## src/c_syntax_char_classifier_assert.svh

```systemverilog
// Assertion macros shared by the C syntax character classifier modules.
// No dependencies; included by each module that carries assertions.
`ifndef C_SYNTAX_CHAR_CLASSIFIER_ASSERT_SVH
`define C_SYNTAX_CHAR_CLASSIFIER_ASSERT_SVH

// Same-cycle implication, disabled while reset is held.
`define CSC_ASSERT_IMPL(lbl, clk, rst_n, ante, cons) \
    lbl: assert property (@(posedge clk) disable iff (!(rst_n)) (ante) |-> (cons)) \
        else $error("csc assertion failed");

// Next-cycle implication, disabled while reset is held.
`define CSC_ASSERT_NEXT(lbl, clk, rst_n, ante, cons) \
    lbl: assert property (@(posedge clk) disable iff (!(rst_n)) (ante) |=> (cons)) \
        else $error("csc assertion failed");

`endif

```

## src/csc_pkg.sv

```systemverilog
// Shared types, constants and helper functions for the C syntax character classifier.
// No dependencies; imported by every module of the block.
`default_nettype none

package csc_pkg;

    localparam int LOOKAHEAD_DEF = 9;
    localparam int PEEK_N        = 9;   // longest word plus one boundary byte
    localparam int WORD_N        = 24;

    typedef logic [7:0]              t_byte;
    typedef logic [PEEK_N-1:0][7:0]  t_peek;
    typedef logic [3:0]              t_mode;
    typedef logic [2:0]              t_class;

    localparam t_class CLS_PLAIN   = 3'd0;
    localparam t_class CLS_PREPROC = 3'd1;
    localparam t_class CLS_KEYWORD = 3'd2;
    localparam t_class CLS_TYPE    = 3'd3;
    localparam t_class CLS_COMMENT = 3'd4;
    localparam t_class CLS_LITERAL = 3'd5;
    localparam t_class CLS_NUMBER  = 3'd6;
    localparam t_class CLS_OPER    = 3'd7;

    localparam int MODE_STR = 0;
    localparam int MODE_CHR = 1;
    localparam int MODE_BLK = 2;
    localparam int MODE_LIN = 3;

    localparam t_byte CH_SLASH  = 8'h2F;
    localparam t_byte CH_STAR   = 8'h2A;
    localparam t_byte CH_DQUOTE = 8'h22;
    localparam t_byte CH_SQUOTE = 8'h27;
    localparam t_byte CH_BSLASH = 8'h5C;
    localparam t_byte CH_NL     = 8'h0A;
    localparam t_byte CH_MINUS  = 8'h2D;

    // Text of the 32-bit unsigned type name.
    localparam logic [63:0] TXT_U32_TYPE = {"uint", "32_t"};

    // Word text is right-aligned: the last character sits in bits [7:0].
    typedef struct packed {
        logic [63:0] txt;
        logic [3:0]  len;
        t_class      cls;
    } t_word;

    localparam t_word WORDS [WORD_N] = '{
        '{"#include", 4'd8, CLS_PREPROC}, '{"#define",  4'd7, CLS_PREPROC},
        '{"#ifdef",   4'd6, CLS_PREPROC}, '{"#ifndef",  4'd7, CLS_PREPROC},
        '{"#endif",   4'd6, CLS_PREPROC},
        '{"int",      4'd3, CLS_KEYWORD}, '{"char",     4'd4, CLS_KEYWORD},
        '{"void",     4'd4, CLS_KEYWORD}, '{"return",   4'd6, CLS_KEYWORD},
        '{"for",      4'd3, CLS_KEYWORD}, '{"while",    4'd5, CLS_KEYWORD},
        '{"if",       4'd2, CLS_KEYWORD}, '{"else",     4'd4, CLS_KEYWORD},
        '{"struct",   4'd6, CLS_KEYWORD}, '{"enum",     4'd4, CLS_KEYWORD},
        '{"typedef",  4'd7, CLS_KEYWORD}, '{"static",   4'd6, CLS_KEYWORD},
        '{"const",    4'd5, CLS_KEYWORD},
        '{"size_t",   4'd6, CLS_TYPE},    '{TXT_U32_TYPE, 4'd8, CLS_TYPE},
        '{"int32_t",  4'd7, CLS_TYPE},    '{"bool",     4'd4, CLS_TYPE},
        '{"float",    4'd5, CLS_TYPE},    '{"double",   4'd6, CLS_TYPE}
    };

    typedef struct packed {
        logic       hit;
        logic [3:0] len;
        t_class     cls;
        t_byte      last_ch;
    } t_match;

    // Window status toward the top level.
    typedef struct packed {
        logic req;    // head byte is ready to leave
        logic last;   // head byte is the final byte of the line
    } t_emit_ctrl;

    // Emit strobe toward the classifier.
    typedef struct packed {
        logic go;
        logic last;
    } t_emit;

    function automatic logic is_digit(input t_byte c);
        return (c >= 8'h30) && (c <= 8'h39);
    endfunction

    function automatic logic is_alnum(input t_byte c);
        return is_digit(c) || ((c >= 8'h61) && (c <= 8'h7A)) ||
               ((c >= 8'h41) && (c <= 8'h5A));
    endfunction

    function automatic logic is_op(input t_byte c);
        logic r;
        case (c)
            8'h2B, 8'h2D, 8'h2A, 8'h2F, 8'h25, 8'h3D, 8'h3C,
            8'h3E, 8'h21, 8'h26, 8'h7C, 8'h5E, 8'h7E: r = 1'b1;
            default:                                  r = 1'b0;
        endcase
        return r;
    endfunction

    // Parallel compare against every word; the earliest word in the list wins.
    function automatic t_match word_match(input t_peek pk);
        t_match m;
        logic   hit;
        int     wl;
        int     idx;
        m = '0;
        for (int w = WORD_N - 1; w >= 0; w--) begin
            hit = 1'b1;
            wl  = int'(WORDS[w].len);
            for (int i = 0; i < 8; i++) begin
                idx = (i < wl) ? 8 * (wl - 1 - i) : 0;
                if ((i < wl) && (pk[i] != WORDS[w].txt[idx +: 8])) begin
                    hit = 1'b0;
                end
            end
            if (hit && !is_alnum(pk[wl])) begin
                m.hit     = 1'b1;
                m.len     = WORDS[w].len;
                m.cls     = WORDS[w].cls;
                m.last_ch = WORDS[w].txt[7:0];
            end
        end
        return m;
    endfunction

endpackage

`default_nettype wire

```

## src/csc_window.sv

```systemverilog
// Lookahead window for the C syntax character classifier: byte store, fill count, flush.
// Depends on csc_pkg and the assertion macro header.
`default_nettype none
`include "c_syntax_char_classifier_assert.svh"

module csc_window
    import csc_pkg::*;
#(
    parameter int LOOKAHEAD = LOOKAHEAD_DEF
) (
    input  wire logic       i_clk,
    input  wire logic       i_rst_n,
    input  wire logic       i_in_valid,
    input  wire logic [7:0] i_char_in,
    input  wire logic       i_line_end,
    input  wire logic       i_emit_go,
    output logic            o_in_ready,
    output t_peek           o_peek,
    output t_emit_ctrl      o_ctrl
);

    localparam int FW = $clog2(LOOKAHEAD + 1);
    localparam int IW = $clog2(LOOKAHEAD);

    t_byte          r_win [LOOKAHEAD];
    t_byte          n_win [LOOKAHEAD];
    logic [FW-1:0]  r_fill, n_fill;
    logic           r_flush, n_flush;
    logic [FW-1:0]  w_pos;
    logic           w_accept;

    // Head of the window; bytes past the fill level read as zero.
    always_comb begin
        for (int i = 0; i < PEEK_N; i++) begin
            o_peek[i] = (r_fill > FW'(i)) ? r_win[i] : 8'h00;
        end
    end

    always_comb begin
        o_ctrl.req  = (r_fill == FW'(LOOKAHEAD)) || r_flush;
        o_ctrl.last = r_flush && (r_fill == FW'(1));
    end

    // Take a byte while the window has room or a byte leaves; during a flush, only as its final byte leaves.
    always_comb begin
        if (i_emit_go) begin
            o_in_ready = !r_flush || (r_fill == FW'(1));
        end else begin
            o_in_ready = !r_flush && (r_fill < FW'(LOOKAHEAD));
        end
    end

    assign w_accept = i_in_valid && o_in_ready;
    assign w_pos    = r_fill - FW'(i_emit_go);

    always_comb begin
        for (int j = 0; j < LOOKAHEAD; j++) begin
            if (i_emit_go && (j < LOOKAHEAD - 1)) begin
                n_win[j] = r_win[j + 1];
            end else begin
                n_win[j] = r_win[j];
            end
            if (w_accept && (w_pos[IW-1:0] == IW'(j))) begin
                n_win[j] = i_char_in;
            end
        end
        n_fill = w_pos + FW'(w_accept);
        if (i_emit_go && o_ctrl.last) begin
            n_flush = w_accept && i_line_end;
        end else if (w_accept && i_line_end) begin
            n_flush = 1'b1;
        end else begin
            n_flush = r_flush;
        end
    end

    always_ff @(posedge i_clk) begin
        r_win <= n_win;
    end

    always_ff @(posedge i_clk) begin
        if (!i_rst_n) begin
            r_fill  <= '0;
            r_flush <= 1'b0;
        end else begin
            r_fill  <= n_fill;
            r_flush <= n_flush;
        end
    end

    `CSC_ASSERT_IMPL(a_fill_range, i_clk, i_rst_n, 1'b1, r_fill <= FW'(LOOKAHEAD))
    `CSC_ASSERT_IMPL(a_flush_nonempty, i_clk, i_rst_n, r_flush, r_fill != '0)

endmodule

`default_nettype wire

```

## src/csc_classify.sv

```systemverilog
// Head-byte classifier: comment and literal modes, keyword runs, per-byte class.
// Depends on csc_pkg and the assertion macro header.
`default_nettype none
`include "c_syntax_char_classifier_assert.svh"

module csc_classify
    import csc_pkg::*;
(
    input  wire logic  i_clk,
    input  wire logic  i_rst_n,
    input  wire t_peek i_peek,
    input  wire t_emit i_emit,
    output t_class     o_class
);

    t_mode      r_mode, n_mode;
    t_byte      r_prev, n_prev;
    t_byte      r_before;
    logic [2:0] r_run_left, n_run_left;
    t_class     r_run_class, n_run_class;

    t_byte      c;
    t_byte      nx;
    t_mode      m;
    logic       toggled;
    logic       done;
    t_match     wm;

    assign c  = i_peek[0];
    assign nx = i_peek[1];
    assign wm = word_match(i_peek);

    always_comb begin
        n_mode      = r_mode;
        n_prev      = r_prev;
        n_run_left  = r_run_left;
        n_run_class = r_run_class;
        o_class     = CLS_PLAIN;
        m           = r_mode;
        toggled     = 1'b0;
        done        = 1'b0;

        if (r_run_left != 3'd0) begin
            // rest of a matched word or comment delimiter
            n_run_left = r_run_left - 3'd1;
            o_class    = r_run_class;
        end else begin
            if (!m[MODE_STR] && !m[MODE_CHR]) begin
                if ((c == CH_SLASH) && (nx == CH_STAR) && !m[MODE_LIN]) begin
                    n_mode           = m;
                    n_mode[MODE_BLK] = 1'b1;
                    n_run_left       = 3'd1;
                    n_run_class      = CLS_COMMENT;
                    o_class          = CLS_COMMENT;
                    done             = 1'b1;
                end else if ((c == CH_STAR) && (nx == CH_SLASH) && m[MODE_BLK]) begin
                    n_mode           = m;
                    n_mode[MODE_BLK] = 1'b0;
                    n_run_left       = 3'd1;
                    n_run_class      = CLS_COMMENT;
                    o_class          = CLS_COMMENT;
                    done             = 1'b1;
                end else if ((c == CH_SLASH) && (nx == CH_SLASH) && !m[MODE_BLK]) begin
                    m[MODE_LIN] = 1'b1;
                end
            end
            if (!done) begin
                if (!m[MODE_BLK] && !m[MODE_LIN]) begin
                    if ((c == CH_DQUOTE) && (r_prev != CH_BSLASH)) begin
                        m[MODE_STR] = !m[MODE_STR];
                        toggled     = 1'b1;
                    end
                    if ((c == CH_SQUOTE) && (r_prev != CH_BSLASH)) begin
                        m[MODE_CHR] = !m[MODE_CHR];
                        toggled     = 1'b1;
                    end
                end
                if (m[MODE_BLK] || m[MODE_LIN]) begin
                    o_class = CLS_COMMENT;
                end else if (m[MODE_STR] || m[MODE_CHR] || toggled) begin
                    o_class = CLS_LITERAL;
                end else if (!is_alnum(r_before) && wm.hit) begin
                    n_run_left  = 3'(wm.len - 4'd1);
                    n_run_class = wm.cls;
                    n_prev      = wm.last_ch;
                    o_class     = wm.cls;
                    done        = 1'b1;
                end else if (is_digit(c) || ((c == CH_MINUS) && is_digit(nx))) begin
                    o_class = CLS_NUMBER;
                end else if (is_op(c)) begin
                    o_class = CLS_OPER;
                end else begin
                    o_class = CLS_PLAIN;
                end
                if (!done) begin
                    n_prev = c;
                    if (c == CH_NL) begin
                        m[MODE_LIN] = 1'b0;
                    end
                end
                n_mode = m;
            end
        end
    end

    // Advance on every emitted byte; drop all modes after the last byte of a line.
    always_ff @(posedge i_clk) begin
        if (!i_rst_n) begin
            r_mode      <= '0;
            r_prev      <= '0;
            r_before    <= '0;
            r_run_left  <= '0;
            r_run_class <= CLS_PLAIN;
        end else if (i_emit.go) begin
            if (i_emit.last) begin
                r_mode      <= '0;
                r_prev      <= '0;
                r_before    <= '0;
                r_run_left  <= '0;
                r_run_class <= CLS_PLAIN;
            end else begin
                r_mode      <= n_mode;
                r_prev      <= n_prev;
                r_before    <= c;
                r_run_left  <= n_run_left;
                r_run_class <= n_run_class;
            end
        end
    end

    `CSC_ASSERT_NEXT(a_line_clear, i_clk, i_rst_n, i_emit.go && i_emit.last, (r_mode == '0) && (r_run_left == '0) && (r_before == '0))
    `CSC_ASSERT_IMPL(a_comment_excl, i_clk, i_rst_n, r_mode[MODE_BLK] || r_mode[MODE_LIN], !r_mode[MODE_STR] && !r_mode[MODE_CHR])
    `CSC_ASSERT_IMPL(a_blk_lin_excl, i_clk, i_rst_n, r_mode[MODE_BLK], !r_mode[MODE_LIN])

endmodule

`default_nettype wire

```

## src/c_syntax_char_classifier.sv

```systemverilog
// Top level of the C syntax character classifier: handshakes and result register.
// Depends on csc_pkg, csc_window and csc_classify.
//
//  channel | direction | handshake                 | payload
//  --------+-----------+---------------------------+---------------------------------
//  in      | input     | i_in_valid / o_in_ready   | i_char_in[7:0], i_line_end
//  out     | output    | o_out_valid / i_out_ready | o_char_out[7:0], o_char_class, o_last
//
// One byte per cycle in and out in steady state; each byte is classified by the
// head logic in the cycle it leaves the LOOKAHEAD-deep window and is held in the
// result register until its transfer. A line's first result appears once LOOKAHEAD
// bytes are held, or at line end. Line end flushes the window one byte per cycle,
// blocking new input until the final byte leaves (a new byte may enter in that
// cycle). Reset is synchronous and clears fill count, modes and the result valid.
// A stall on the output holds the window and, once full, the input.
`default_nettype none

module c_syntax_char_classifier
    import csc_pkg::*;
#(
    parameter int LOOKAHEAD = LOOKAHEAD_DEF
) (
    input  wire logic       i_clk,
    input  wire logic       i_rst_n,
    input  wire logic       i_in_valid,
    output logic            o_in_ready,
    input  wire logic [7:0] i_char_in,
    input  wire logic       i_line_end,
    output logic            o_out_valid,
    input  wire logic       i_out_ready,
    output logic [7:0]      o_char_out,
    output logic [2:0]      o_char_class,
    output logic            o_last
);

    t_peek      w_peek;
    t_emit_ctrl w_ctrl;
    t_emit      w_emit;
    t_class     w_class;
    logic       w_emit_go;

    logic       r_out_valid;
    t_byte      r_char;
    t_class     r_class;
    logic       r_last;

    // Advance the head only when the result register is free or being drained.
    assign w_emit_go = w_ctrl.req && (!r_out_valid || i_out_ready);
    assign w_emit    = '{go: w_emit_go, last: w_ctrl.last};

    csc_window #(
        .LOOKAHEAD (LOOKAHEAD)
    ) u_window (
        .i_clk      (i_clk),
        .i_rst_n    (i_rst_n),
        .i_in_valid (i_in_valid),
        .i_char_in  (i_char_in),
        .i_line_end (i_line_end),
        .i_emit_go  (w_emit_go),
        .o_in_ready (o_in_ready),
        .o_peek     (w_peek),
        .o_ctrl     (w_ctrl)
    );

    csc_classify u_classify (
        .i_clk   (i_clk),
        .i_rst_n (i_rst_n),
        .i_peek  (w_peek),
        .i_emit  (w_emit),
        .o_class (w_class)
    );

    // Result register: load on emit, drop valid after a transfer.
    always_ff @(posedge i_clk) begin
        if (!i_rst_n) begin
            r_out_valid <= 1'b0;
        end else if (w_emit_go) begin
            r_out_valid <= 1'b1;
        end else if (i_out_ready) begin
            r_out_valid <= 1'b0;
        end
    end

    always_ff @(posedge i_clk) begin
        if (w_emit_go) begin
            r_char  <= w_peek[0];
            r_class <= w_class;
            r_last  <= w_ctrl.last;
        end
    end

    assign o_out_valid  = r_out_valid;
    assign o_char_out   = r_char;
    assign o_char_class = r_class;
    assign o_last       = r_last;

endmodule

`default_nettype wire

```

## config.mk

```make
export PLATFORM = sky130hd
export DESIGN_NAME = c_syntax_char_classifier
export DESIGN_NICKNAME = d
export VERILOG_FILES = /design/src/csc_pkg.sv /design/src/csc_window.sv /design/src/csc_classify.sv /design/src/c_syntax_char_classifier.sv
export VERILOG_INCLUDE_DIRS = /design/src /design/src/src
export SDC_FILE = /design/constraint.sdc
export NUM_CORES = 1
export LEC_CHECK = 0
export BUFFER_PORTS_ARGS = -buffer_cell sky130_fd_sc_hd__clkbuf_2
export CAP_MARGIN = 20
export CORE_ASPECT_RATIO = 1.5
export CORE_UTILIZATION = 45
export CTS_CLUSTER_DIAMETER = 30
export DETAILED_ROUTE_END_ITERATION = 8
export GPL_TIMING_DRIVEN = 0
export RECOVER_POWER = 100
export SYNTH_ARGS = -nofsm -noshare
export SYNTH_HDL_FRONTEND = slang
export SYNTH_HIERARCHICAL = 1
export SYNTH_SLANG_ARGS = --single-unit
```

## constraint.sdc

```tcl
create_clock -name i_clk -period 8.9 [get_ports i_clk]
set_input_delay 1.78 -clock i_clk [delete_from_list [all_inputs] [get_ports i_clk]]
set_output_delay 1.78 -clock i_clk [all_outputs]
set_load 0.02 [all_outputs]
```

# Yosys cells after proc, flatten, opt, wreduce, memory -nomap -nowiden

Cells that the tools add are included.

Add/sub/neg operators: 4
Multipliers: 0
Div/mod/pow operators: 0
Order comparisons: 62
Eq/ne operators: 108
Shift-type cells: 0
Multiplexer cells: 241
Bitwise operators: 0
Reductions and logical operators: 135

Operators by type and width:

| cell               | number |
|---|---|
| $ne 8x7->1 const B | 70 |
| $mux 16            | 24 |
| $mux 8             | 33 |
| $mux 1             | 147 |
| $ge 8x7->1 const B | 16 |
| $le 8x7->1 const B | 16 |
| $eq 8x6->1 const B | 14 |
| $mux 3             | 29 |
| $ge 8x6->1 const B | 10 |
| $le 8x6->1 const B | 10 |
| $logic_and 1x1->1  | 77 |
| $ne 8x6->1 const B | 5 |
| $eq 8x7->1 const B | 3 |
| $reduce_bool 2->1  | 12 |
| $logic_or 1x1->1   | 23 |
| $mux 4             | 5 |
| $eq 4x3->1 const B | 4 |
| $gt 4x3->1 const B | 4 |
| $logic_not 1->1    | 15 |
| $reduce_or 13->1   | 1 |
| $eq 4x1->1 const B | 2 |
| $eq 4x2->1 const B | 2 |
| $eq 4x4->1 const B | 2 |
| $eq 8x4->1 const B | 1 |
| other kinds (17)   | 25 |

Register bits: 116
Bits in latches: 0
RAM bits: 0
ROM bits: 0
Input bits: 13
Word-level logic and storage cells: 571
Memories: 0

# Longest topological paths before layout

Gate-level depths: netlist of run 1.

Depth after elaboration: 47
Depth in mapped cells: 15

# Hierarchy

The synthesis of run 1 kept the hierarchy.

Modules (own cells, without submodules):

| module                   | times used | cells an instance | area each (um^2) |
|---|---|---|---|
| csc_classify             | 1          | 608               | 4177.8 |
| csc_window               | 1          | 294               | 4100.2 |
| c_syntax_char_classifier | 1          | 16                | 407.9 |

# Worst setup path before layout of run 1

OpenSTA, ideal clock, no wires.

Path type: input port to output port
Start: in i_out_ready
End: out o_in_ready
Data arrival time: 3442 ps
Setup slack: 3678 ps
Stages on the path: 6
Cell sequence: nor2b_4 -> nor2b_1 -> clkbuf_1 -> o21ai_0 -> o21ai_2 -> buf_4

Word-level cells in the longest chain between the ends: 3

RTL lines:

| element             | RTL line                       | source |
|---|---|---|
| from (decl)         | c_syntax_char_classifier.sv:30 | `input wire logic i_out_ready,` |
| $logic_or 1x1->1    | c_syntax_char_classifier.sv:48 | `assign w_emit_go = w_ctrl.req && (!r_out_valid \|\| i_out_ready);` |
| $logic_and 1x1->1   | c_syntax_char_classifier.sv:48 |  |
| named net w_emit_go | c_syntax_char_classifier.sv:40 | `logic w_emit_go;` |
| $mux 1              | csc_window.sv:46               | `if (i_emit_go) begin` |
| to (decl)           | c_syntax_char_classifier.sv:26 | `output logic o_in_ready,` |

The timed path passes the listed nets, and every way through them passes these cells.

==> flow_metrics.tcl, run 1 <==
set metrics [dict create \
    p_total_mw 2.83 \
    reg2reg_slack_ns 3.34 \
    dieArea_um2 19900 \
    setup_viol 0 \
    p_sw_mw 1.20 \
    worstSkewPairLatency_ns 0.43 \
    cts_hold_buffers 0 \
    routed_wl_mm 29.5 \
    cp_common_cell "clkbuf_1" \
    synth_area_um2 8690 \
    stdcell_area_um2 9550 \
    firstDrtPassIters 6 \
    diodes 0 \
    p_clk_share_pct 24.1 \
    grt.met2_usage_pct 55.7 \
    max_slew_margin_pct 18.2 \
    overflow 0 \
    fmax_ghz 0.155 \
    vias_per_cell 6.35 \
    crit_slowest_cell "clkbuf_1" \
    cts_made_buffers 17 \
    syn_avg_cell_area_um2 9.46 \
    grt_max_degree 19 \
    met3_usage_pct 5.64 \
    worstMarginPinSlew_ns 1.21 \
    syn_inst 918 \
    p_seq_share_pct 29.5 \
    drcViolationCount 0 \
    synth_nets 938 \
    hold_viol 0 \
    min_period_ns 6.44 \
    finalSetupTns_ns 0 \
    critPathArrivalTime_ns 4.66 \
    yosys_warnings 6 \
    clock_path_buffers 2 \
    synth-async-reset-ratio_pct 0 \
    ir_drop_uv 124 \
    internal-power_mw 1.63 \
    use_met1_pct 30.0 \
    start_kind "flop" \
    rsz0062_at_grt "false" \
    hpwl_mm 23.8 \
    coreArea_um2 18700 \
    drive_above_1_share_pct 14.5 \
    portBuffers 25 \
    ys.flop_type "edfxtp_1" \
    r2r_cells 11 \
    cts.htree.levels 4 \
    cp_num_cells 10 \
    finClkSkew_ns 0.0140 \
    drt_iter0_drc 569 \
    cts_tree "done" \
    path_buf_inv 6 \
    syn_to_final_growth_pct 9.97 \
    antenna_found_initial 0 \
    period_share_pct 72.4 \
    slowest_delay_ns 0.79 \
    cts.clk_slew.worst_paths_ns 0.07 \
    critPathTopFamily "buffers and inverters" \
    required_ns 7.12 \
    slew_violations 0 \
    path_max_fanout 18 \
    start_util_pct 46.5 \
    leakage_nw 3.04 \
    drt.antenna.violating_nets 0 \
    row_count 61 \
    placed_area_um2 9170 \
    ys_types 92 \
    grt_pass1_wl_mm 44.0 \
    power_density_nw_per_um2 296 \
    avgRoutedWirePerCell_um 24.0 \
    track_usage_pct 30.7 \
    clock_sinks 116 \
    cts_repair_resize_count 0 \
    cp-end-kind "output pin" \
    path_cells "clkbuf_1, clkbuf_1, a31o_2, nor2b_1, clkbuf_1, clkbuf_1, o21ai_0, o21ai_0, clkbuf_1, clkbuf_1" \
    nets 987 \
    die_w_um 115 \
    fillers 1821 \
    crit_type "flop to output pin" \
    routabilityCongestion 1.02 \
    root_buffer "clkbuf_16" \
    maxCapViolations 0 \
    combinationalPowerShare_pct 46.3 \
    synth-seq-area-share_pct 36.4 \
    gr-max-usage-layer "met2" \
    ios 27 \
    min_path_cells 2 \
    hold_path.class "flop to flop" \
    die_h_um 172 \
    grt_pass1_vias 7564 \
    synth_edf_count 84 \
    dr_total_vias 7818 \
    synth-seq-cells 116 \
    status "finished, final reports clean" \
    swShare_pct 42.3 \
    cts_setup_buffers 0 \
]
-- synthesized netlist by cell type (6+ instances only) --
cell      instances  area share, %
nor3_1           37            2.1
or4_1            15            1.3
nand2b_1         18            1.3
clkbuf_1         16           0.69
nand4b_1          9           0.91
and3_1           10           0.72
nand3_1          39            2.2
nand2_1          75            3.2
ha_1              7            1.0
nor2_1           49            2.1
and3b_1           6           0.61
or2_2             6           0.43
mux2_2           65            8.4
nor2b_1          82            5.9
o22ai_1          12           0.86
dfxtp_1          32            7.4
nor4b_1           9           0.91
and4b_1           6           0.69
buf_2            15           0.86
nor4bb_1          9            1.0
or3_1             8           0.58
a21oi_1          21            1.2
a21boi_0          6           0.52
and2_1           36            2.6
o21ai_0          24            1.4
nand4_1          36            2.6
edfxtp_1         84             29
o211ai_1          8           0.69
nand3b_1          8           0.69
inv_1            24            1.0
nand4_4           8            2.0
nor4_1           23            1.7
-- state kept, by name, summed over array words and instances (netlist names) --
signal	flops
u_window/r_win	72
o_char_out	8
u_classify/r_before	8
u_classify/r_prev	8
u_classify/r_mode	4
u_window/r_fill	4
o_char_class	3
u_classify/r_run_class	3
u_classify/r_run_left	3
o_last	1
o_out_valid	1
u_window/r_flush	1
-- layer usage --
metal	part of all wire [%]	vias to the layer above
met5	0	-
met4	9.0	0
met3	3.9	136
met2	51	276
met1	36	3764
li1	-	3642
-- cell families (layout without fill, tap and decap cells) --
family / after synthesis / in the layout / share of synthesized area (%)
buf+inv: 61 / 123 / 3.20
compound gates: 138 / 138 / 12.0
simple gates: 522 / 522 / 37.8
mux: 70 / 70 / 9.18
flops: 116 / 116 / 36.4
xor+xnor: 4 / 4 / 0.403
fa+ha+maj: 7 / 7 / 1.01
-- worst min-delay path: cells and delay by family (launching register included) --
kind	cells	cell delay [ns]
flip-flops	1	0.31
AND/OR/NAND/NOR	2	0.10
-- cell usage in the layout, fill, tap and decap left out, types with 6 or more instances in the layout --
master and instances:
clkbuf_16 17, mux2_2 61, edfxtp_1 84, nand3b_1 8
mux2_1 7, a21oi_1 21, nor4bb_1 9, nand4b_1 9
nor2_1 49, buf_2 12, o211ai_1 8, and2_0 7
and4b_1 6, nor3_1 37, clkinvlp_4 6, or2_2 6
or4_1 15, o22ai_1 12, dfxtp_1 32, and2_1 29
nor4_1 23, nand3_1 39, and3_1 10, and3b_1 6
inv_1 24, nand2b_1 18, a21boi_0 6, nor4b_1 10
nand4_1 44, ha_1 7, clkbuf_1 46, or3_1 8
nand2_1 75, nor2b_1 82, o21ai_0 27
-- layout make-up --
type | count | area, um2 | area share [%]
buffer | 36 | 169 | 1.77
tap | 252 | 315 | 3.30
sequential | 116 | 3160 | 33.1
clock buffer | 17 | 425 | 4.45
timing repair buffer | 30 | 124 | 1.30
inverter | 25 | 93.8 | 0.982
clock inverter | 15 | 158 | 1.65
multi-input combinational | 741 | 5100 | 53.4
-- through the flow --
step,setup WS [ns],cells,util [%],hold slack (ns)
after global placement,2.34,1195,48.8,0.436
after detailed placement,3.29,1199,49.1,0.441
final,2.46,1232,51.1,0.460
after CTS,3.28,1231,52.2,0.451
after floorplan,3.68,918,-,0.426
after global routing,2.02,1232,51.1,0.470
-- power by group through the flow --
stage	logic (mW)	registers, mW	clock network, mW
2_1_floorplan	0.953	0.841	0
6_report	1.31	0.836	0.683
5_1_grt	1.41	0.851	0.716
3_5_place_dp	1.36	0.847	0
3_3_place_gp	1.33	0.845	0
4_1_cts	1.36	0.836	0.694
-- path summary, 6_finish.rpt --
check	from	endpoint
min	u_classify/r_prev[6]$_SDFFE_PN0P_	u_classify/r_prev[6]$_SDFFE_PN0P_
max	u_window/r_fill[3]$_SDFF_PN0_	o_in_ready
max reg2reg	u_window/r_fill[3]$_SDFF_PN0_	u_window/r_win[44]$_DFFE_PP_
min reg2reg	u_classify/r_prev[6]$_SDFFE_PN0P_	u_classify/r_prev[6]$_SDFFE_PN0P_
No activity file was read; power rests on OpenSTA's default activity.
==> run 2: changes to the inputs <==
==> constraint.sdc (replaced) <==
create_clock -name i_clk -period 6.7 [get_ports i_clk]
set_input_delay 1.34 -clock i_clk [delete_from_list [all_inputs] [get_ports i_clk]]
set_output_delay 1.34 -clock i_clk [all_outputs]
set_load 0.02 [all_outputs]
==> run 2 against run 1 <==
Effect of this change:
- clock skew about the same
- total power up 33%
- final area is essentially flat
- utilization hardly changed
- routed wire length is 0.28% lower
- hold slack worse by 0.0016 ns
- critical path depth is 5 higher
- non-clock buffer count unchanged
- register-to-register slack lost 2.2 ns
- combinational power rose by 33%
- sequential power rose by 33%
- first-iteration DRC count decreased by 9.5%
- critical path type is now flop to flop
- largest cell class unchanged
==> flow_metrics.tcl, run 2 (synthesis results as in run 1) <==
set metrics [dict create \
    status "finished, final reports clean" \
    overflow 0 \
    ios 27 \
    worstMarginPinSlew_ns 1.20 \
    root_buffer "clkbuf_16" \
    regArea_um2 3160 \
    row_count 61 \
    p_seq_share_pct 29.6 \
    dieArea_um2 19900 \
    finalSetupTns_ns 0 \
    dr_total_vias 7783 \
    fmax_ghz 0.181 \
    min_path_cells 2 \
    nets 987 \
    slew_violations 0 \
    start_kind "flop" \
    cp-end-kind "flop" \
    largest_reg_flops 72 \
    internal-power_mw 2.17 \
    grt_max_degree 19 \
    worstSkewPairLatency_ns 0.43 \
    cts_tree "done" \
    p_sw_mw 1.59 \
    placed_area_um2 9170 \
    holdCritStartpoint "u_classify/r_prev[6]$_SDFFE_PN0P_" \
    hold_end "u_classify/r_prev[6]$_SDFFE_PN0P_" \
    cp_common_cell "clkbuf_1" \
    stdcell_area_um2 9550 \
    die_h_um 172 \
    crit_type "flop to flop" \
    routabilityCongestion 1.02 \
    clock_sinks 116 \
    diodes 0 \
    hpwl_mm 23.8 \
    setup_viol 0 \
    start_util_pct 46.5 \
    cts.htree.levels 4 \
    hold_path.class "flop to flop" \
    routed_wl_mm 29.5 \
    wl_met2_mm 15.2 \
    combinationalPowerShare_pct 46.3 \
    reg2reg_slack_ns 1.19 \
    p_clk_share_pct 24.2 \
    maxCapViolations 0 \
    layout_common_cells "84 x edfxtp_1, 82 x nor2b_1, 75 x nand2_1" \
    wl_met3_mm 1.18 \
    drive_above_1_share_pct 14.6 \
    clock_path_buffers 2 \
    top_register "u_window/r_win" \
    finClkSkew_ns 0.0141 \
    ir_drop_uv 166 \
    path_cells "clkbuf_1, nor4_1, clkbuf_1, nor2b_1, clkbuf_1, nor4b_1, nand4_1, nor4_1, a41o_1, nand2_1, nor4b_1, a21oi_4, clkbuf_1, mux2_2, o21ai_0" \
    firstDrtPassIters 5 \
    die_w_um 115 \
    rr_startpoint "u_window/r_fill[3]$_SDFF_PN0_" \
    coreArea_um2 18700 \
    critPathArrivalTime_ns 5.87 \
    hold_viol 0 \
    r2r_cells 15 \
    rsz0062_at_grt "false" \
    syn_to_final_growth_pct 9.98 \
    multi_input_area_um2 5090 \
    crit_slowest_cell "nor4b_1" \
    grt_pass1_vias 7564 \
    holdWs_ns 0.458 \
    utilization_pct 51.1 \
    grt_pass1_wl_mm 44.0 \
    min_period_ns 5.51 \
    vias_per_cell 6.32 \
    power_density_nw_per_um2 393 \
    r2r-end "u_classify/r_run_left[1]$_SDFFE_PN0P_" \
    drcViolationCount 0 \
    cts_setup_buffers 0 \
    swShare_pct 42.2 \
    drt.antenna.violating_nets 0 \
    slowest_delay_ns 1.08 \
    cts_made_buffers 17 \
    drt_iter0_drc 515 \
    max_slew_margin_pct 18.8 \
    fillers 1823 \
    track_usage_pct 30.7 \
    routed.top_layer "met4" \
    cts_hold_buffers 0 \
    antenna_found_initial 0 \
    cts.clk_slew.worst_paths_ns 0.07 \
    period_share_pct 82.3 \
    cts_repair_resize_count 0 \
    path_max_fanout 10 \
    leakage_nw 3.04 \
    met1_length_mm 10.4 \
    portBuffers 25 \
    final_common_cell "edfxtp_1" \
    required_ns 7.05 \
    avgRoutedWirePerCell_um 23.9 \
]
run 2: power by group through the flow:
stage          clock, mW  sequential, mW  combinational [mW]
2_1_floorplan          0            1.12                1.27
3_3_place_gp           0            1.12                1.77
3_5_place_dp           0            1.12                1.80
4_1_cts            0.922            1.11                1.81
5_1_grt            0.951            1.13                1.87
6_report           0.907            1.11                1.74
run 2: per-layer routing:
metal | GRT usage [%] | vias up
met5 | 0 | -
met4 | 25.4 | 0
met3 | 5.64 | 138
met2 | 55.7 | 267
met1 | 30.0 | 3739
li1 | - | 3639
run 2: worst max-delay path: cells and delay by family (launching register included):
kind                   cells  cell delay [ns]
and+or+nand+nor            7             2.70
buffers and inverters      4             1.47
AOI/OAI and AO/OA          3             0.51
muxes                      1             0.39
DFF                        1             0.35
run 2: cell type report:
cell class / count / area share, %
multi-input cells: 741 / 53.3
flip-flops and latches: 116 / 33.1
clock buffers: 17 / 4.45
well taps: 252 / 3.30
plain buffers: 36 / 1.81
clock inverters: 15 / 1.65
repair buffers: 30 / 1.41
inverters: 25 / 0.982
run 2: stage by stage:
step	instances	power [mW]	worst slack, ns
after global placement	1195	2.89	0.794
after detailed placement	1199	2.93	1.97
after floorplan	918	2.38	2.36
after global routing	1232	3.95	0.862
final	1232	3.75	1.19
after CTS	1231	3.84	1.63
run 2: worst max-delay path by stage:
stage                                              from                                     to  slack, ns
final                     u_window/r_fill[3]$_SDFF_PN0_  u_classify/r_run_left[1]$_SDFFE_PN0P_       1.19
after global routing      u_window/r_fill[3]$_SDFF_PN0_  u_classify/r_run_left[1]$_SDFFE_PN0P_       0.86
after CTS                 u_window/r_fill[3]$_SDFF_PN0_                             o_in_ready       1.63
after detailed placement                    i_out_ready                             o_in_ready       1.97
after global placement    u_window/r_fill[3]$_SDFF_PN0_  u_classify/r_run_left[1]$_SDFFE_PN0P_       0.79
after floorplan                             i_out_ready                             o_in_ready       2.36
==> run 3: changes to the inputs <==
==> constraint.sdc (replaced) <==
create_clock -name i_clk -period 5.35 [get_ports i_clk]
set_input_delay 1.07 -clock i_clk [delete_from_list [all_inputs] [get_ports i_clk]]
set_output_delay 1.07 -clock i_clk [all_outputs]
set_load 0.02 [all_outputs]
==> run 3 against run 2 <==
Effect of this change:
- sequential share of layout area shrank 0.061 points
- non-clock buffer count unchanged
- via count fell by 0.10%
- critical path type unchanged
- first-iteration DRC count up 5.6%
- die area unchanged
- register-to-register slack lost 0.78 ns
- clock power up 26%
- global-route usage is the same
==> flow_metrics.tcl, run 3 (synthesis results as in run 1) <==
set metrics [dict create \
    status "finished, final reports clean" \
    cts_hold_buffers 0 \
    p_clk_share_pct 24.1 \
    required_ns 5.66 \
    start_kind "flop" \
    clock_sinks 116 \
    diodes 0 \
    nets 987 \
    internal-power_mw 2.72 \
    track_usage_pct 30.7 \
    syn_to_final_growth_pct 10.2 \
    largest_reg_flops 72 \
    dp.cells 1199 \
    reg2reg_slack_ns 0.41 \
    placed_area_um2 9170 \
    p_seq_share_pct 29.5 \
    cts_setup_buffers 0 \
    overflow 0 \
    coreArea_um2 18700 \
    cp-end-kind "flop" \
    finalSetupTns_ns 0 \
    hpwl_mm 23.8 \
    leakage_nw 3.06 \
    swShare_pct 42.3 \
    routabilityCongestion 1.02 \
    ios 27 \
    fmax_ghz 0.202 \
    pre_cts_ws_ns 0.764 \
    power_density_nw_per_um2 492 \
    cts_tree "done" \
    rr_startpoint "u_window/r_fill[3]$_SDFF_PN0_" \
    row_count 61 \
    min_period_ns 4.94 \
    layout_common_cells "84 x edfxtp_1, 82 x nor2b_1, 75 x nand2_1" \
    firstDrtPassIters 5 \
    drive_above_1_share_pct 15.1 \
    hold_end "u_classify/r_prev[6]$_SDFFE_PN0P_" \
    root_buffer "clkbuf_16" \
    grt_max_degree 19 \
    drt_iter0_drc 544 \
    vias_per_cell 6.31 \
    path_max_fanout 10 \
    start_util_pct 46.5 \
    ir_drop_uv 208 \
    clock_path_buffers 2 \
    setup_viol 0 \
    max_slew_margin_pct 20.5 \
    dr_total_vias 7775 \
    cts_made_buffers 17 \
    cts.clk_slew.worst_paths_ns 0.07 \
    r2r_cells 14 \
    final_common_cell "edfxtp_1" \
    slew_violations 0 \
    min_path_cells 2 \
    fillers 1818 \
    grt_pass1_vias 7564 \
    rsz0062_at_grt "false" \
    antenna_found_initial 0 \
    utilization_pct 51.2 \
    stdcell_area_um2 9570 \
    fin_ws_ns 0.410 \
    portBuffers 25 \
    finClkSkew_ns 0.0136 \
    cts.htree.levels 4 \
    worstMarginPinSlew_ns 1.18 \
    r2r-end "u_classify/r_prev[2]$_SDFFE_PN0P_" \
    dieArea_um2 19900 \
    crit_type "flop to flop" \
    p_sw_mw 1.99 \
    period_share_pct 92.3 \
    hold_path.class "flop to flop" \
    holdCritStartpoint "u_classify/r_prev[6]$_SDFFE_PN0P_" \
    worstSkewPairLatency_ns 0.43 \
    regArea_um2 3160 \
    multi_input_area_um2 5100 \
    drcViolationCount 0 \
    die_h_um 172 \
    critPathArrivalTime_ns 5.25 \
    top_register "u_window/r_win" \
    maxCapViolations 0 \
    grt_pass1_wl_mm 44.0 \
    combinationalPowerShare_pct 46.4 \
    avgRoutedWirePerCell_um 23.9 \
    cts_repair_resize_count 0 \
    hold_viol 0 \
    fin_cells 1232 \
    routed_wl_mm 29.5 \
    drt.antenna.violating_nets 0 \
    die_w_um 115 \
]
-- run 3: critical path: stages (launching register included) --
cell and delay, ns:
dfxtp_1 0.35, buf_2 0.21, nor4_2 0.27, clkbuf_1 0.46
nor2b_1 0.19, buf_2 0.24, nor4b_1 1.02, nand4_1 0.29
nor4_1 0.48, a41o_1 0.17, nand2_1 0.09, nor4b_1 0.24
a21oi_4 0.22, mux2_2 0.37, a32o_1 0.22
-- run 3: through the flow --
stage                     hold slack [ns]  total power [mW]
after global placement              0.436              3.62
after floorplan                     0.426              2.98
after global routing                0.470              4.96
after CTS                           0.451              4.81
after detailed placement            0.441              3.67
final                               0.456              4.71
-- run 3: worst max path at each step --
stage | start | cells after the start | slack [ns] | to
6_report | u_window/r_fill[3]$_SDFF_PN0_ | 14 | 0.41 | u_classify/r_prev[2]$_SDFFE_PN0P_
5_1_grt | u_window/r_fill[3]$_SDFF_PN0_ | 13 | 0.16 | u_classify/r_run_class[2]$_SDFFE_PN0P_
4_1_cts | u_window/r_fill[3]$_SDFF_PN0_ | 10 | 0.55 | o_in_ready
3_5_place_dp | u_window/r_fill[0]$_SDFF_PN0_ | 15 | 0.76 | u_classify/r_run_left[1]$_SDFFE_PN0P_
3_3_place_gp | u_window/r_fill[3]$_SDFF_PN0_ | 14 | -0.56 | u_classify/r_run_left[1]$_SDFFE_PN0P_
2_1_floorplan | i_out_ready | 9 | 1.35 | u_window/r_win[32]$_DFFE_PP_
-- run 3: final cells by class --
cell class | instances | share of cell area (%)
sequential | 116 | 33.1
multi-input combinational | 741 | 53.2
inverter | 25 | 0.981
tap | 252 | 3.29
clock inverter | 15 | 1.65
timing repair buffer | 30 | 1.41
buffer | 36 | 1.92
clock buffer | 17 | 4.45
-- run 3: power groups by stage --
stage	Sequential, mW	Clock [mW]	Combinational (mW)
final	1.39	1.14	2.19
after global routing	1.41	1.19	2.35
after CTS	1.39	1.15	2.27
after detailed placement	1.41	0	2.26
after global placement	1.41	0	2.21
after floorplan	1.40	0	1.59
-- run 3: per-layer routing --
| metal | global-route usage, % | routed length, um | up-vias |
|---|---|---|---|
| li1 | - | - | 3646 |
| met3 | 5.64 | 1170 | 124 |
| met2 | 55.7 | 15200 | 269 |
| met5 | 0 | 0 | - |
| met4 | 25.4 | 2610 | 0 |
| met1 | 30.0 | 10500 | 3736 |
